$ cat config.mk
export PLATFORM = sky130hd
export DESIGN_NAME = first_fit_segment_allocator_core
export DESIGN_NICKNAME = d
export VERILOG_FILES = /design/src/hdl/ffsa_pkg.sv /design/src/hdl/ffsa_table.sv /design/src/hdl/ffsa_div.sv /design/src/hdl/first_fit_segment_allocator_core.sv
export SDC_FILE = /design/constraint.sdc
export NUM_CORES = 2
export LEC_CHECK = 0
export BUFFER_PORTS_ARGS = -buffer_cell sky130_fd_sc_hd__buf_2
export CAP_MARGIN = 15
export CELL_PAD_IN_SITES_DETAIL_PLACEMENT = 2
export CELL_PAD_IN_SITES_GLOBAL_PLACEMENT = 2
export CORE_MARGIN = 2
export CORE_UTILIZATION = 45
export CTS_CLUSTER_SIZE = 30
export DETAILED_ROUTE_END_ITERATION = 10
export HOLD_SLACK_MARGIN = 0.05
export PLACE_DENSITY_LB_ADDON = 0.1
export SYNTH_ARGS = -nofsm -noshare
export SYNTH_HDL_FRONTEND = slang
export SYNTH_SLANG_ARGS = --single-unit
$ cat constraint.sdc
create_clock -name clk_i -period 9.2 [get_ports clk_i]
set_clock_uncertainty 0.2 [all_clocks]
set_input_delay 1.84 -clock clk_i [delete_from_list [all_inputs] [get_ports clk_i]]
set_output_delay 1.84 -clock clk_i [all_outputs]
set_load 0.01 [all_outputs]
$ cat src/hdl/ffsa_pkg.sv
// shared types and constants for the first-fit segment allocator
package ffsa_pkg;

  localparam int SIZE_W = 24;
  localparam int PCT_W = 7;
  localparam int DEF_MAX_SEGMENTS = 64;
  localparam int DEF_HEADER_BYTES = 20;
  localparam int SPLIT_SLACK = 64;
  localparam logic [SIZE_W-1:0] REGION_RESET = 24'd65536;

  typedef enum logic [1:0] {
    ST_OK           = 2'd0,
    ST_NO_FIT       = 2'd1,
    ST_NOT_BASE     = 2'd2,
    ST_ALREADY_FREE = 2'd3
  } status_e;

  typedef enum logic [3:0] {
    S_IDLE,
    S_SCAN_RD,
    S_SCAN_EV,
    S_NEXT_RD,
    S_NEXT_EV,
    S_MERGE,
    S_WR_CUR,
    S_MV_RD,
    S_MV_WR,
    S_WR_TAIL,
    S_USE_RD,
    S_USE_EV,
    S_DIV_GO,
    S_DIV_WAIT
  } seq_state_e;

  typedef struct packed {
    logic              used;
    logic [SIZE_W-1:0] size;
  } seg_entry_t;

endpackage

$ cat src/hdl/ffsa_table.sv
// segment table memory, one write and one registered read per cycle
module ffsa_table #(
  parameter int DEPTH = 64,
  parameter int AW    = 6
) (
  input  logic                clk_i,
  input  logic                we_i,
  input  logic [AW-1:0]       waddr_i,
  input  ffsa_pkg::seg_entry_t wdata_i,
  input  logic [AW-1:0]       raddr_i,
  output ffsa_pkg::seg_entry_t rdata_o
);
  import ffsa_pkg::*;

  seg_entry_t mem [DEPTH];

  // write port
  always_ff @(posedge clk_i) begin
    if (we_i) begin
      mem[waddr_i] <= wdata_i;
    end
  end

  // registered read port
  always_ff @(posedge clk_i) begin
    rdata_o <= mem[raddr_i];
  end

endmodule

$ cat src/hdl/ffsa_div.sv
// restoring divider for the usage percentage, one quotient bit per cycle
module ffsa_div #(
  parameter int DEN_W = 32
) (
  input  logic                              clk_i,
  input  logic                              rst_ni,
  input  logic                              start_i,
  input  logic [DEN_W+ffsa_pkg::PCT_W-1:0]  num_i,
  input  logic [DEN_W-1:0]                  den_i,
  output logic                              done_o,
  output logic [ffsa_pkg::PCT_W-1:0]        quot_o
);
  import ffsa_pkg::*;

  localparam int NUM_W  = DEN_W + PCT_W;
  localparam int STEP_W = $clog2(PCT_W);

  logic [NUM_W-1:0]  rem_q, rem_d;
  logic [DEN_W-1:0]  den_q, den_d;
  logic [PCT_W-1:0]  quot_q, quot_d;
  logic [STEP_W-1:0] step_q, step_d;
  logic              run_q, run_d;
  logic              done_q, done_d;
  logic              zero_q, zero_d;
  logic [NUM_W-1:0]  trial;

  // control registers
  always_ff @(posedge clk_i or negedge rst_ni) begin
    if (!rst_ni) begin
      run_q  <= 1'b0;
      done_q <= 1'b0;
    end else begin
      run_q  <= run_d;
      done_q <= done_d;
    end
  end

  // datapath registers
  always_ff @(posedge clk_i) begin
    rem_q  <= rem_d;
    den_q  <= den_d;
    quot_q <= quot_d;
    step_q <= step_d;
    zero_q <= zero_d;
  end

  // one trial subtraction per cycle
  always_comb begin
    rem_d  = rem_q;
    den_d  = den_q;
    quot_d = quot_q;
    step_d = step_q;
    zero_d = zero_q;
    run_d  = run_q;
    done_d = 1'b0;
    trial  = NUM_W'(den_q) << step_q;
    if (start_i) begin
      rem_d  = num_i;
      den_d  = den_i;
      quot_d = '0;
      step_d = STEP_W'(PCT_W - 1);
      zero_d = (den_i == '0);
      run_d  = 1'b1;
    end else if (run_q) begin
      if (rem_q >= trial) begin
        rem_d          = rem_q - trial;
        quot_d[step_q] = 1'b1;
      end
      if (step_q == '0) begin
        run_d  = 1'b0;
        done_d = 1'b1;
      end else begin
        step_d = step_q - STEP_W'(1);
      end
    end
  end

  assign done_o = done_q;
  assign quot_o = zero_q ? '0 : quot_q;

endmodule

$ cat src/hdl/first_fit_segment_allocator_core.sv
// first-fit segment allocator top level: sequencer over the segment table
// A request (allocate or free) is taken when start_i is high and busy_o is low,
// and its result is shown for exactly one cycle with result_valid_o; the
// receiver cannot stall it. One request runs a table scan up to the segment
// reached, moves one entry at a time when a segment is split or merged away,
// walks all segments afterwards to sum usage and ends with the percentage
// divide; the sequencer reads each entry through the registered read of the
// segment table and examines it in a separate state. busy_o stays high for
// the whole request. A write of region_bytes (only while idle) rebuilds the
// table as one free segment at once, with no clearing pass.
module first_fit_segment_allocator_core #(
  parameter int MAX_SEGMENTS = ffsa_pkg::DEF_MAX_SEGMENTS,
  parameter int HEADER_BYTES = ffsa_pkg::DEF_HEADER_BYTES
) (
  input  logic                             clk_i,
  input  logic                             rst_ni,
  input  logic                             cfg_we_i,
  input  logic [ffsa_pkg::SIZE_W-1:0]      cfg_wdata_i,
  input  logic                             start_i,
  output logic                             busy_o,
  input  logic                             action_i,
  input  logic [ffsa_pkg::SIZE_W-1:0]      request_bytes_i,
  input  logic [ffsa_pkg::SIZE_W-1:0]      release_offset_i,
  output logic                             result_valid_o,
  output logic [1:0]                       status_o,
  output logic [ffsa_pkg::SIZE_W-1:0]      granted_offset_o,
  output logic [ffsa_pkg::PCT_W-1:0]       usage_percent_o
);
  import ffsa_pkg::*;

  localparam int IDX_W = $clog2(MAX_SEGMENTS);
  localparam int CNT_W = $clog2(MAX_SEGMENTS + 1);
  localparam int ACC_W = SIZE_W + 1 + CNT_W;
  localparam int NUM_W = ACC_W + PCT_W;
  localparam logic [SIZE_W-1:0] HDR = SIZE_W'(HEADER_BYTES);
  localparam logic [SIZE_W-1:0] SPLIT_LIM = SIZE_W'(HEADER_BYTES + SPLIT_SLACK);
  localparam logic [CNT_W-1:0] CNT_MAX = CNT_W'(MAX_SEGMENTS);

  seq_state_e        state_q, state_d;
  logic [SIZE_W-1:0] region_q, region_d;
  logic              init_q, init_d;
  logic              rd_init_q;
  logic [CNT_W-1:0]  count_q, count_d;
  logic [CNT_W-1:0]  idx_q, idx_d;
  logic [SIZE_W-1:0] pos_q, pos_d;
  logic              op_q, op_d;
  logic [SIZE_W-1:0] want_q, want_d;
  logic [SIZE_W-1:0] offset_q, offset_d;
  logic [SIZE_W-1:0] cur_sz_q, cur_sz_d;
  logic [SIZE_W-1:0] prev_sz_q, prev_sz_d;
  logic              prev_used_q, prev_used_d;
  logic [SIZE_W-1:0] next_sz_q, next_sz_d;
  logic              next_free_q, next_free_d;
  logic [SIZE_W-1:0] rem_q, rem_d;
  logic              split_q, split_d;
  logic [CNT_W-1:0]  src_q, src_d;
  logic [CNT_W-1:0]  dst_q, dst_d;
  logic [CNT_W-1:0]  left_q, left_d;
  logic              mv_up_q, mv_up_d;
  logic [ACC_W-1:0]  used_sum_q, used_sum_d;
  logic [ACC_W-1:0]  all_sum_q, all_sum_d;
  status_e           status_q, status_d;
  logic [SIZE_W-1:0] granted_q, granted_d;
  logic [PCT_W-1:0]  usage_q, usage_d;
  logic              valid_q, valid_d;

  logic              mem_we;
  logic [IDX_W-1:0]  mem_waddr;
  seg_entry_t        mem_wdata;
  logic [IDX_W-1:0]  mem_raddr;
  seg_entry_t        mem_rdata;
  seg_entry_t        ent;
  seg_entry_t        init_ent;
  logic              div_start;
  logic              div_done;
  logic [PCT_W-1:0]  div_quot;
  logic [NUM_W-1:0]  div_num;

  logic              enter_use;
  logic              nb_prev;
  logic              nb_next;
  logic [SIZE_W-1:0] sum1;
  logic [SIZE_W-1:0] sum2;
  logic [CNT_W-1:0]  rm_cnt;
  logic [CNT_W-1:0]  rm_base;
  logic [ACC_W-1:0]  ent_bytes;

  // segment table
  ffsa_table #(
    .DEPTH (MAX_SEGMENTS),
    .AW    (IDX_W)
  ) u_table (
    .clk_i   (clk_i),
    .we_i    (mem_we),
    .waddr_i (mem_waddr),
    .wdata_i (mem_wdata),
    .raddr_i (mem_raddr),
    .rdata_o (mem_rdata)
  );

  // usage divider, used * 100 built from shifts
  assign div_num = (NUM_W'(used_sum_q) << 6) + (NUM_W'(used_sum_q) << 5)
                 + (NUM_W'(used_sum_q) << 2);

  ffsa_div #(
    .DEN_W (ACC_W)
  ) u_div (
    .clk_i   (clk_i),
    .rst_ni  (rst_ni),
    .start_i (div_start),
    .num_i   (div_num),
    .den_i   (all_sum_q),
    .done_o  (div_done),
    .quot_o  (div_quot)
  );

  // entry 0 after a rebuild reads as one free segment until first written
  assign init_ent.used = 1'b0;
  assign init_ent.size = (region_q >= HDR) ? region_q - HDR : '0;
  assign ent = rd_init_q ? init_ent : mem_rdata;

  // control registers
  always_ff @(posedge clk_i or negedge rst_ni) begin
    if (!rst_ni) begin
      state_q   <= S_IDLE;
      region_q  <= REGION_RESET;
      init_q    <= 1'b1;
      rd_init_q <= 1'b0;
      count_q   <= CNT_W'(1);
      valid_q   <= 1'b0;
    end else begin
      state_q   <= state_d;
      region_q  <= region_d;
      init_q    <= init_d;
      rd_init_q <= init_d && (mem_raddr == '0);
      count_q   <= count_d;
      valid_q   <= valid_d;
    end
  end

  // working and result registers
  always_ff @(posedge clk_i) begin
    idx_q       <= idx_d;
    pos_q       <= pos_d;
    op_q        <= op_d;
    want_q      <= want_d;
    offset_q    <= offset_d;
    cur_sz_q    <= cur_sz_d;
    prev_sz_q   <= prev_sz_d;
    prev_used_q <= prev_used_d;
    next_sz_q   <= next_sz_d;
    next_free_q <= next_free_d;
    rem_q       <= rem_d;
    split_q     <= split_d;
    src_q       <= src_d;
    dst_q       <= dst_d;
    left_q      <= left_d;
    mv_up_q     <= mv_up_d;
    used_sum_q  <= used_sum_d;
    all_sum_q   <= all_sum_d;
    status_q    <= status_d;
    granted_q   <= granted_d;
    usage_q     <= usage_d;
  end

  // merge arithmetic for a free request
  always_comb begin
    nb_prev = (idx_q != '0) && !prev_used_q;
    nb_next = next_free_q;
    sum1    = nb_prev ? prev_sz_q + cur_sz_q + HDR : cur_sz_q;
    sum2    = nb_next ? sum1 + next_sz_q + HDR : sum1;
    rm_cnt  = CNT_W'(nb_prev) + CNT_W'(nb_next);
    rm_base = (nb_next && !nb_prev) ? idx_q + CNT_W'(1) : idx_q;
  end

  assign ent_bytes = ACC_W'(ent.size) + ACC_W'(HDR);

  // sequencer
  always_comb begin
    state_d     = state_q;
    region_d    = region_q;
    init_d      = init_q;
    count_d     = count_q;
    idx_d       = idx_q;
    pos_d       = pos_q;
    op_d        = op_q;
    want_d      = want_q;
    offset_d    = offset_q;
    cur_sz_d    = cur_sz_q;
    prev_sz_d   = prev_sz_q;
    prev_used_d = prev_used_q;
    next_sz_d   = next_sz_q;
    next_free_d = next_free_q;
    rem_d       = rem_q;
    split_d     = split_q;
    src_d       = src_q;
    dst_d       = dst_q;
    left_d      = left_q;
    mv_up_d     = mv_up_q;
    used_sum_d  = used_sum_q;
    all_sum_d   = all_sum_q;
    status_d    = status_q;
    granted_d   = granted_q;
    usage_d     = usage_q;
    valid_d     = 1'b0;
    mem_we      = 1'b0;
    mem_waddr   = idx_q[IDX_W-1:0];
    mem_wdata   = ent;
    mem_raddr   = idx_q[IDX_W-1:0];
    div_start   = 1'b0;
    enter_use   = 1'b0;

    case (state_q)
      S_IDLE: begin
        if (cfg_we_i) begin
          region_d = cfg_wdata_i;
          init_d   = 1'b1;
          count_d  = CNT_W'(1);
        end
        if (start_i) begin
          op_d        = action_i;
          want_d      = request_bytes_i;
          offset_d    = release_offset_i;
          idx_d       = '0;
          pos_d       = HDR;
          prev_used_d = 1'b1;
          next_free_d = 1'b0;
          granted_d   = '0;
          status_d    = ST_OK;
          state_d     = S_SCAN_RD;
        end
      end

      S_SCAN_RD: begin
        state_d = S_SCAN_EV;
      end

      // examine one entry of the first-fit or offset search
      S_SCAN_EV: begin
        if (!op_q) begin
          if (!ent.used && (want_q <= ent.size)) begin
            cur_sz_d  = ent.size;
            granted_d = pos_q;
            rem_d     = ent.size - want_q;
            split_d   = ((ent.size - want_q) > SPLIT_LIM) && (count_q < CNT_MAX);
            state_d   = S_WR_CUR;
          end else begin
            pos_d = pos_q + ent.size + HDR;
            idx_d = idx_q + CNT_W'(1);
            if (idx_q + CNT_W'(1) == count_q) begin
              status_d  = ST_NO_FIT;
              enter_use = 1'b1;
            end else begin
              state_d = S_SCAN_RD;
            end
          end
        end else begin
          if (pos_q == offset_q) begin
            if (!ent.used) begin
              status_d  = ST_ALREADY_FREE;
              enter_use = 1'b1;
            end else begin
              cur_sz_d = ent.size;
              if (idx_q + CNT_W'(1) < count_q) begin
                state_d = S_NEXT_RD;
              end else begin
                next_free_d = 1'b0;
                state_d     = S_MERGE;
              end
            end
          end else begin
            prev_sz_d   = ent.size;
            prev_used_d = ent.used;
            pos_d       = pos_q + ent.size + HDR;
            idx_d       = idx_q + CNT_W'(1);
            if (idx_q + CNT_W'(1) == count_q) begin
              status_d  = ST_NOT_BASE;
              enter_use = 1'b1;
            end else begin
              state_d = S_SCAN_RD;
            end
          end
        end
      end

      S_NEXT_RD: begin
        mem_raddr = IDX_W'(idx_q + CNT_W'(1));
        state_d   = S_NEXT_EV;
      end

      S_NEXT_EV: begin
        next_sz_d   = ent.size;
        next_free_d = !ent.used;
        state_d     = S_MERGE;
      end

      // write the merged segment, then close the gap
      S_MERGE: begin
        mem_we         = 1'b1;
        mem_waddr      = nb_prev ? IDX_W'(idx_q - CNT_W'(1)) : idx_q[IDX_W-1:0];
        mem_wdata.used = 1'b0;
        mem_wdata.size = sum2;
        count_d        = count_q - rm_cnt;
        dst_d          = rm_base;
        src_d          = rm_base + rm_cnt;
        left_d         = count_q - rm_base - rm_cnt;
        mv_up_d        = 1'b0;
        if (rm_cnt == '0 || (count_q - rm_base - rm_cnt) == '0) begin
          enter_use = 1'b1;
        end else begin
          state_d = S_MV_RD;
        end
      end

      // mark the allocated segment, open a slot if it splits
      S_WR_CUR: begin
        mem_we         = 1'b1;
        mem_wdata.used = 1'b1;
        mem_wdata.size = split_q ? want_q : cur_sz_q;
        if (split_q) begin
          mv_up_d = 1'b1;
          dst_d   = count_q;
          src_d   = count_q - CNT_W'(1);
          left_d  = count_q - idx_q - CNT_W'(1);
          if (count_q - idx_q - CNT_W'(1) == '0) begin
            state_d = S_WR_TAIL;
          end else begin
            state_d = S_MV_RD;
          end
        end else begin
          enter_use = 1'b1;
        end
      end

      S_MV_RD: begin
        mem_raddr = src_q[IDX_W-1:0];
        state_d   = S_MV_WR;
      end

      // move one entry
      S_MV_WR: begin
        mem_we    = 1'b1;
        mem_waddr = dst_q[IDX_W-1:0];
        mem_wdata = ent;
        left_d    = left_q - CNT_W'(1);
        if (mv_up_q) begin
          src_d = src_q - CNT_W'(1);
          dst_d = dst_q - CNT_W'(1);
        end else begin
          src_d = src_q + CNT_W'(1);
          dst_d = dst_q + CNT_W'(1);
        end
        if (left_q == CNT_W'(1)) begin
          if (mv_up_q) begin
            state_d = S_WR_TAIL;
          end else begin
            enter_use = 1'b1;
          end
        end else begin
          state_d = S_MV_RD;
        end
      end

      // new free tail after a split
      S_WR_TAIL: begin
        mem_we         = 1'b1;
        mem_waddr      = IDX_W'(idx_q + CNT_W'(1));
        mem_wdata.used = 1'b0;
        mem_wdata.size = rem_q - HDR;
        count_d        = count_q + CNT_W'(1);
        enter_use      = 1'b1;
      end

      S_USE_RD: begin
        state_d = S_USE_EV;
      end

      // accumulate used and total bytes
      S_USE_EV: begin
        all_sum_d = all_sum_q + ent_bytes;
        if (ent.used) begin
          used_sum_d = used_sum_q + ent_bytes;
        end
        idx_d = idx_q + CNT_W'(1);
        if (idx_q + CNT_W'(1) == count_q) begin
          state_d = S_DIV_GO;
        end else begin
          state_d = S_USE_RD;
        end
      end

      S_DIV_GO: begin
        div_start = 1'b1;
        state_d   = S_DIV_WAIT;
      end

      S_DIV_WAIT: begin
        if (div_done) begin
          usage_d = div_quot;
          valid_d = 1'b1;
          state_d = S_IDLE;
        end
      end

      default: begin
        state_d = S_IDLE;
      end
    endcase

    // start the usage walk
    if (enter_use) begin
      idx_d      = '0;
      used_sum_d = '0;
      all_sum_d  = '0;
      state_d    = S_USE_RD;
    end

    // a write to entry 0 ends the rebuilt-table override
    if (mem_we && (mem_waddr == '0)) begin
      init_d = 1'b0;
    end
  end

  assign busy_o           = (state_q != S_IDLE);
  assign result_valid_o   = valid_q;
  assign status_o         = status_q;
  assign granted_offset_o = granted_q;
  assign usage_percent_o  = usage_q;

endmodule

==> impl_results.md <==
* Worst reg-to-reg path cell count at 19
* Synth Area in Adders at roughly 5.3%
* Port bufs at between 100 and 150
* Worst Hold End: u_div.quot_q[2]
* DRC errors left at 0
* Complex-gate fraction of the synthesized area at about 15%
* Worst vdd ir at roughly 370 uV
* P&R area growth vs syn at 12.06%
* Crit. End Element: flip-flop
* Worst-Skew Late Latency at around 0.9 ns
* Synth Area per Inst at roughly 12 um2
* # rows at 170
* Sink Count at ~2000
* Slew HR at 9.234%
* Post-DP HPWL at 218200 um
* Max clock buf depth at 3
* Area of the multi-input gates at 0.03517 mm2
* Flops & latches, synth at approximately 2000
* Top cells by count, synth: 1897 x edfxtp_1, 1188 x nand2_1, 623 x a211oi_1, 494 x a21oi_1, 409 x and2_1
* Final ANT Viol Nets at 0
* Drt wl/cell at 32.10 um
* Num CTS Buffers at approximately 220
* Worst EP arrival at 7.76 ns
* Min-delay src: u_div.quot_q[2]
* Largest net degree at the start of global routing at roughly 170
* Most frequent cell after synthesis: edfxtp_1
* Cell Pwr Density at a little under 400 mW/mm2
* Lkg Pwr at 37.58 nW
* RR Startpoint: region_q[2]
* Initial antenna violation count at 10
* Slack of the worst reg-to-reg path at between 1.5 and 2 ns
* Setup repair bufs after CTS at 0
* CTS Hold Bufs at 0
* Synth unique cells at 101
* CTS root buf: clkbuf_16
* Routed vias at 69270
* Fraction of registers with async set/reset at under 10%
* Simple-gate area share of the yosys netlist at between 10% and 20%
* Total Routing Usage GR at around a third
* H-tree Lvls at 4
* Sequential Area at roughly 0.060 mm2
* Multiplexer share of the synthesized area at 1.309%
* Slew Limit Fails at 0
* Yosys warns at 0
* Combinational Power Share at ~45%
* Mapped Area at between 0.09 and 0.1 mm2
* Gpl congestion at around 0.9
* Chip width at 468.3 um
* Syn Nets at 8407
* Synth area leader: edfxtp_1
* Fmax at approximately 140 MHz
* Period minus WS final at 7.245 ns
* CP Data Required Time at ~9.7 ns
* Synth top area share at about 59%
* Initial DRC Count at between 5000 and 6000
* DIE HEIGHT at about 470 um
* Resized cells post-CTS at 0
* IO Pins at between 100 and 150
* Crit-path max FO at 11
* Switching share of power at 42.43%
* RSZ-0062 raised after global routing: no
* Main combinational cell family by area after synthesis: compound AO/OA/AOI/OAI gates
* Nets at 8465
* Kind of critical path: reg -> reg
* Share of layout cells above drive strength 1 at a little under a tenth
* FF-to-FF End: used_sum_q[27]
* Hold Crit Class: reg -> reg
* EDFF count, synth at around 1900
* TritonCTS clock tree: built
* Internal Power at about 24 mW
* Die area at between 0.2 and 0.25 mm2
* Synth Instances at 7947
* Final setup fails at 0
* Reg power frac at 34.9%
* Slew @ Worst Pin at 1.353 ns
* Global-route wire length before repair at around 510000 um
* DR vias/cell at between 6 and 7
* Max-cap viol count at 0
* P_sw at around 18 mW
* Sequential area share after synthesis at ~62%
* Starting Density at 45.24%
* TNS Setup at 0 ns
* Top cells by area, synth: edfxtp_1 59%, a211oi_1 4.8%, nand2_1 4.6%
* Hold depth at 2
* Commonest register cell after synthesis: edfxtp_1
* Pre-antenna DRT Iters at 5
* Outcome: complete, no violations
* Xor-xnor portion of the synthesized cell area at under 10%
* Total grt overflow at 0
* Critical Path Source Type: flip-flop
* # fillers at 20570
* Fin. Hold Viols at 0
* Final instance area at roughly 0.11 mm2
* Post-Route WL at 354100 um
* Placed inst area at 0.1016 mm2
* Clock share of power at ~21%
* CTS clk-pin slew, worst paths at 0.06 ns
* Vias in the first global route at between 70000 and 80000
* Tcrit/Tclk final at between 70% and 80%
* Core box area at 0.2144 mm2
-- power groups by stage --
stage	Clock, mW	Sequential [mW]	Combinational, mW
floorplan	0	14.7	11.5
global placement	0	14.9	17.5
detailed placement	0	14.9	18.5
CTS	8.79	14.8	18.8
global route	9.11	14.8	20.4
finish	8.69	14.8	18.9
-- worst max-delay path by stage --
stage | from | cells after the start | slack, ns | end
floorplan | idx_q[0] | 21 | 1.63 | u_table.mem[0][13]
global placement | region_q[2] | 20 | 2.14 | pos_q[23]
detailed placement | region_q[2] | 19 | 2.04 | used_sum_q[27]
CTS | region_q[2] | 19 | 1.98 | used_sum_q[27]
global route | region_q[2] | 19 | 1.41 | used_sum_q[27]
finish | region_q[2] | 19 | 1.95 | used_sum_q[27]
-- cell families (layout without fill, tap and decap cells) --
family	Yosys count	count (layout)
buffers and inverters	633	872
multiplexers	96	96
other	0	5
AND/OR/NAND/NOR	2355	2355
adder cells (fa/ha/maj)	383	383
AO/OA/AOI/OAI	2131	2131
XOR/XNOR	306	306
flip-flops	2043	2043
-- metrics by stage --
step           instances  util (%)  total power [mW]  hold WS, ns  worst slack [ns]
4_1_cts            11010     50.59             42.35       0.2529             1.983
5_1_grt            11030     50.69             44.37       0.2674             1.410
3_3_place_gp       10610     47.38             32.36       0.2257             2.142
6_report           11030     50.69             42.32       0.2488             1.955
3_5_place_dp       10610     47.38             33.45       0.2351             2.039
2_1_floorplan       7947         -             26.20       0.2118             1.633
-- critical path: stages, from the launching register on --
cell       delay [ns]
dfrtp_1          0.43
ha_1             0.22
and4bb_1         0.22
a2111oi_2        0.63
nor4b_2          0.98
nor2_1           0.11
a21o_1           0.34
ha_1             0.27
o21ai_0          0.25
xnor2_1          0.22
ha_1             0.28
or3_1            0.40
o41ai_1          0.84
o21ai_1          0.23
a211oi_1         0.32
or2_1            0.25
o211ai_1         0.19
nand3_1          0.21
a21boi_0         0.16
mux2_1           0.35
-- per-layer routing --
layer,global-route usage [%],wire [um]
met5,0,33
met4,14.76,16690
met3,3.750,16020
met2,55.38,178000
met1,39.31,143300
-- layout by cell type (no fill, tap or decap), drive strengths merged, types with 65 or more instances in the layout --
master  Yosys  layout
dfxtp     106     106
buf        65     300
xnor2     189     189
a211oi    623     623
a21o      110     110
clkinv      3      90
nand2    1190    1190
o21ai     187     187
clkbuf    400     300
nor3       79      79
and2      410     410
inv       165     169
mux2i      65      65
a31oi     221     221
edfxtp   1897    1897
ha        340     340
nor2      333     333
xor2      117     117
a311oi    204     204
a21oi     499     499
-- final cells by class --
class                      instances  share of cell area [%]
sequential                      2043                   55.29
timing repair buffer             302                   2.154
clock buffer                     298                   5.459
clock inverter                   104                  0.8795
tap                             2838                   3.267
inverter                         168                  0.5802
antenna                            5                 0.01151
multi-input combinational       5271                   32.36
-- flip-flops by register name (all words and copies together) (netlist names), 24 cells and up --
register / cells
used_sum_q: 32
prev_sz_q: 24
u_div.rem_q: 39
u_div.den_q: 32
rem_q: 24
pos_q: 24
want_q: 24
region_q: 24
u_table.rdata_o: 25
granted_offset_o: 24
all_sum_q: 32
offset_q: 24
next_sz_q: 24
cur_sz_q: 24
u_table.mem: 1600
No activity file was read; power rests on OpenSTA's default activity.
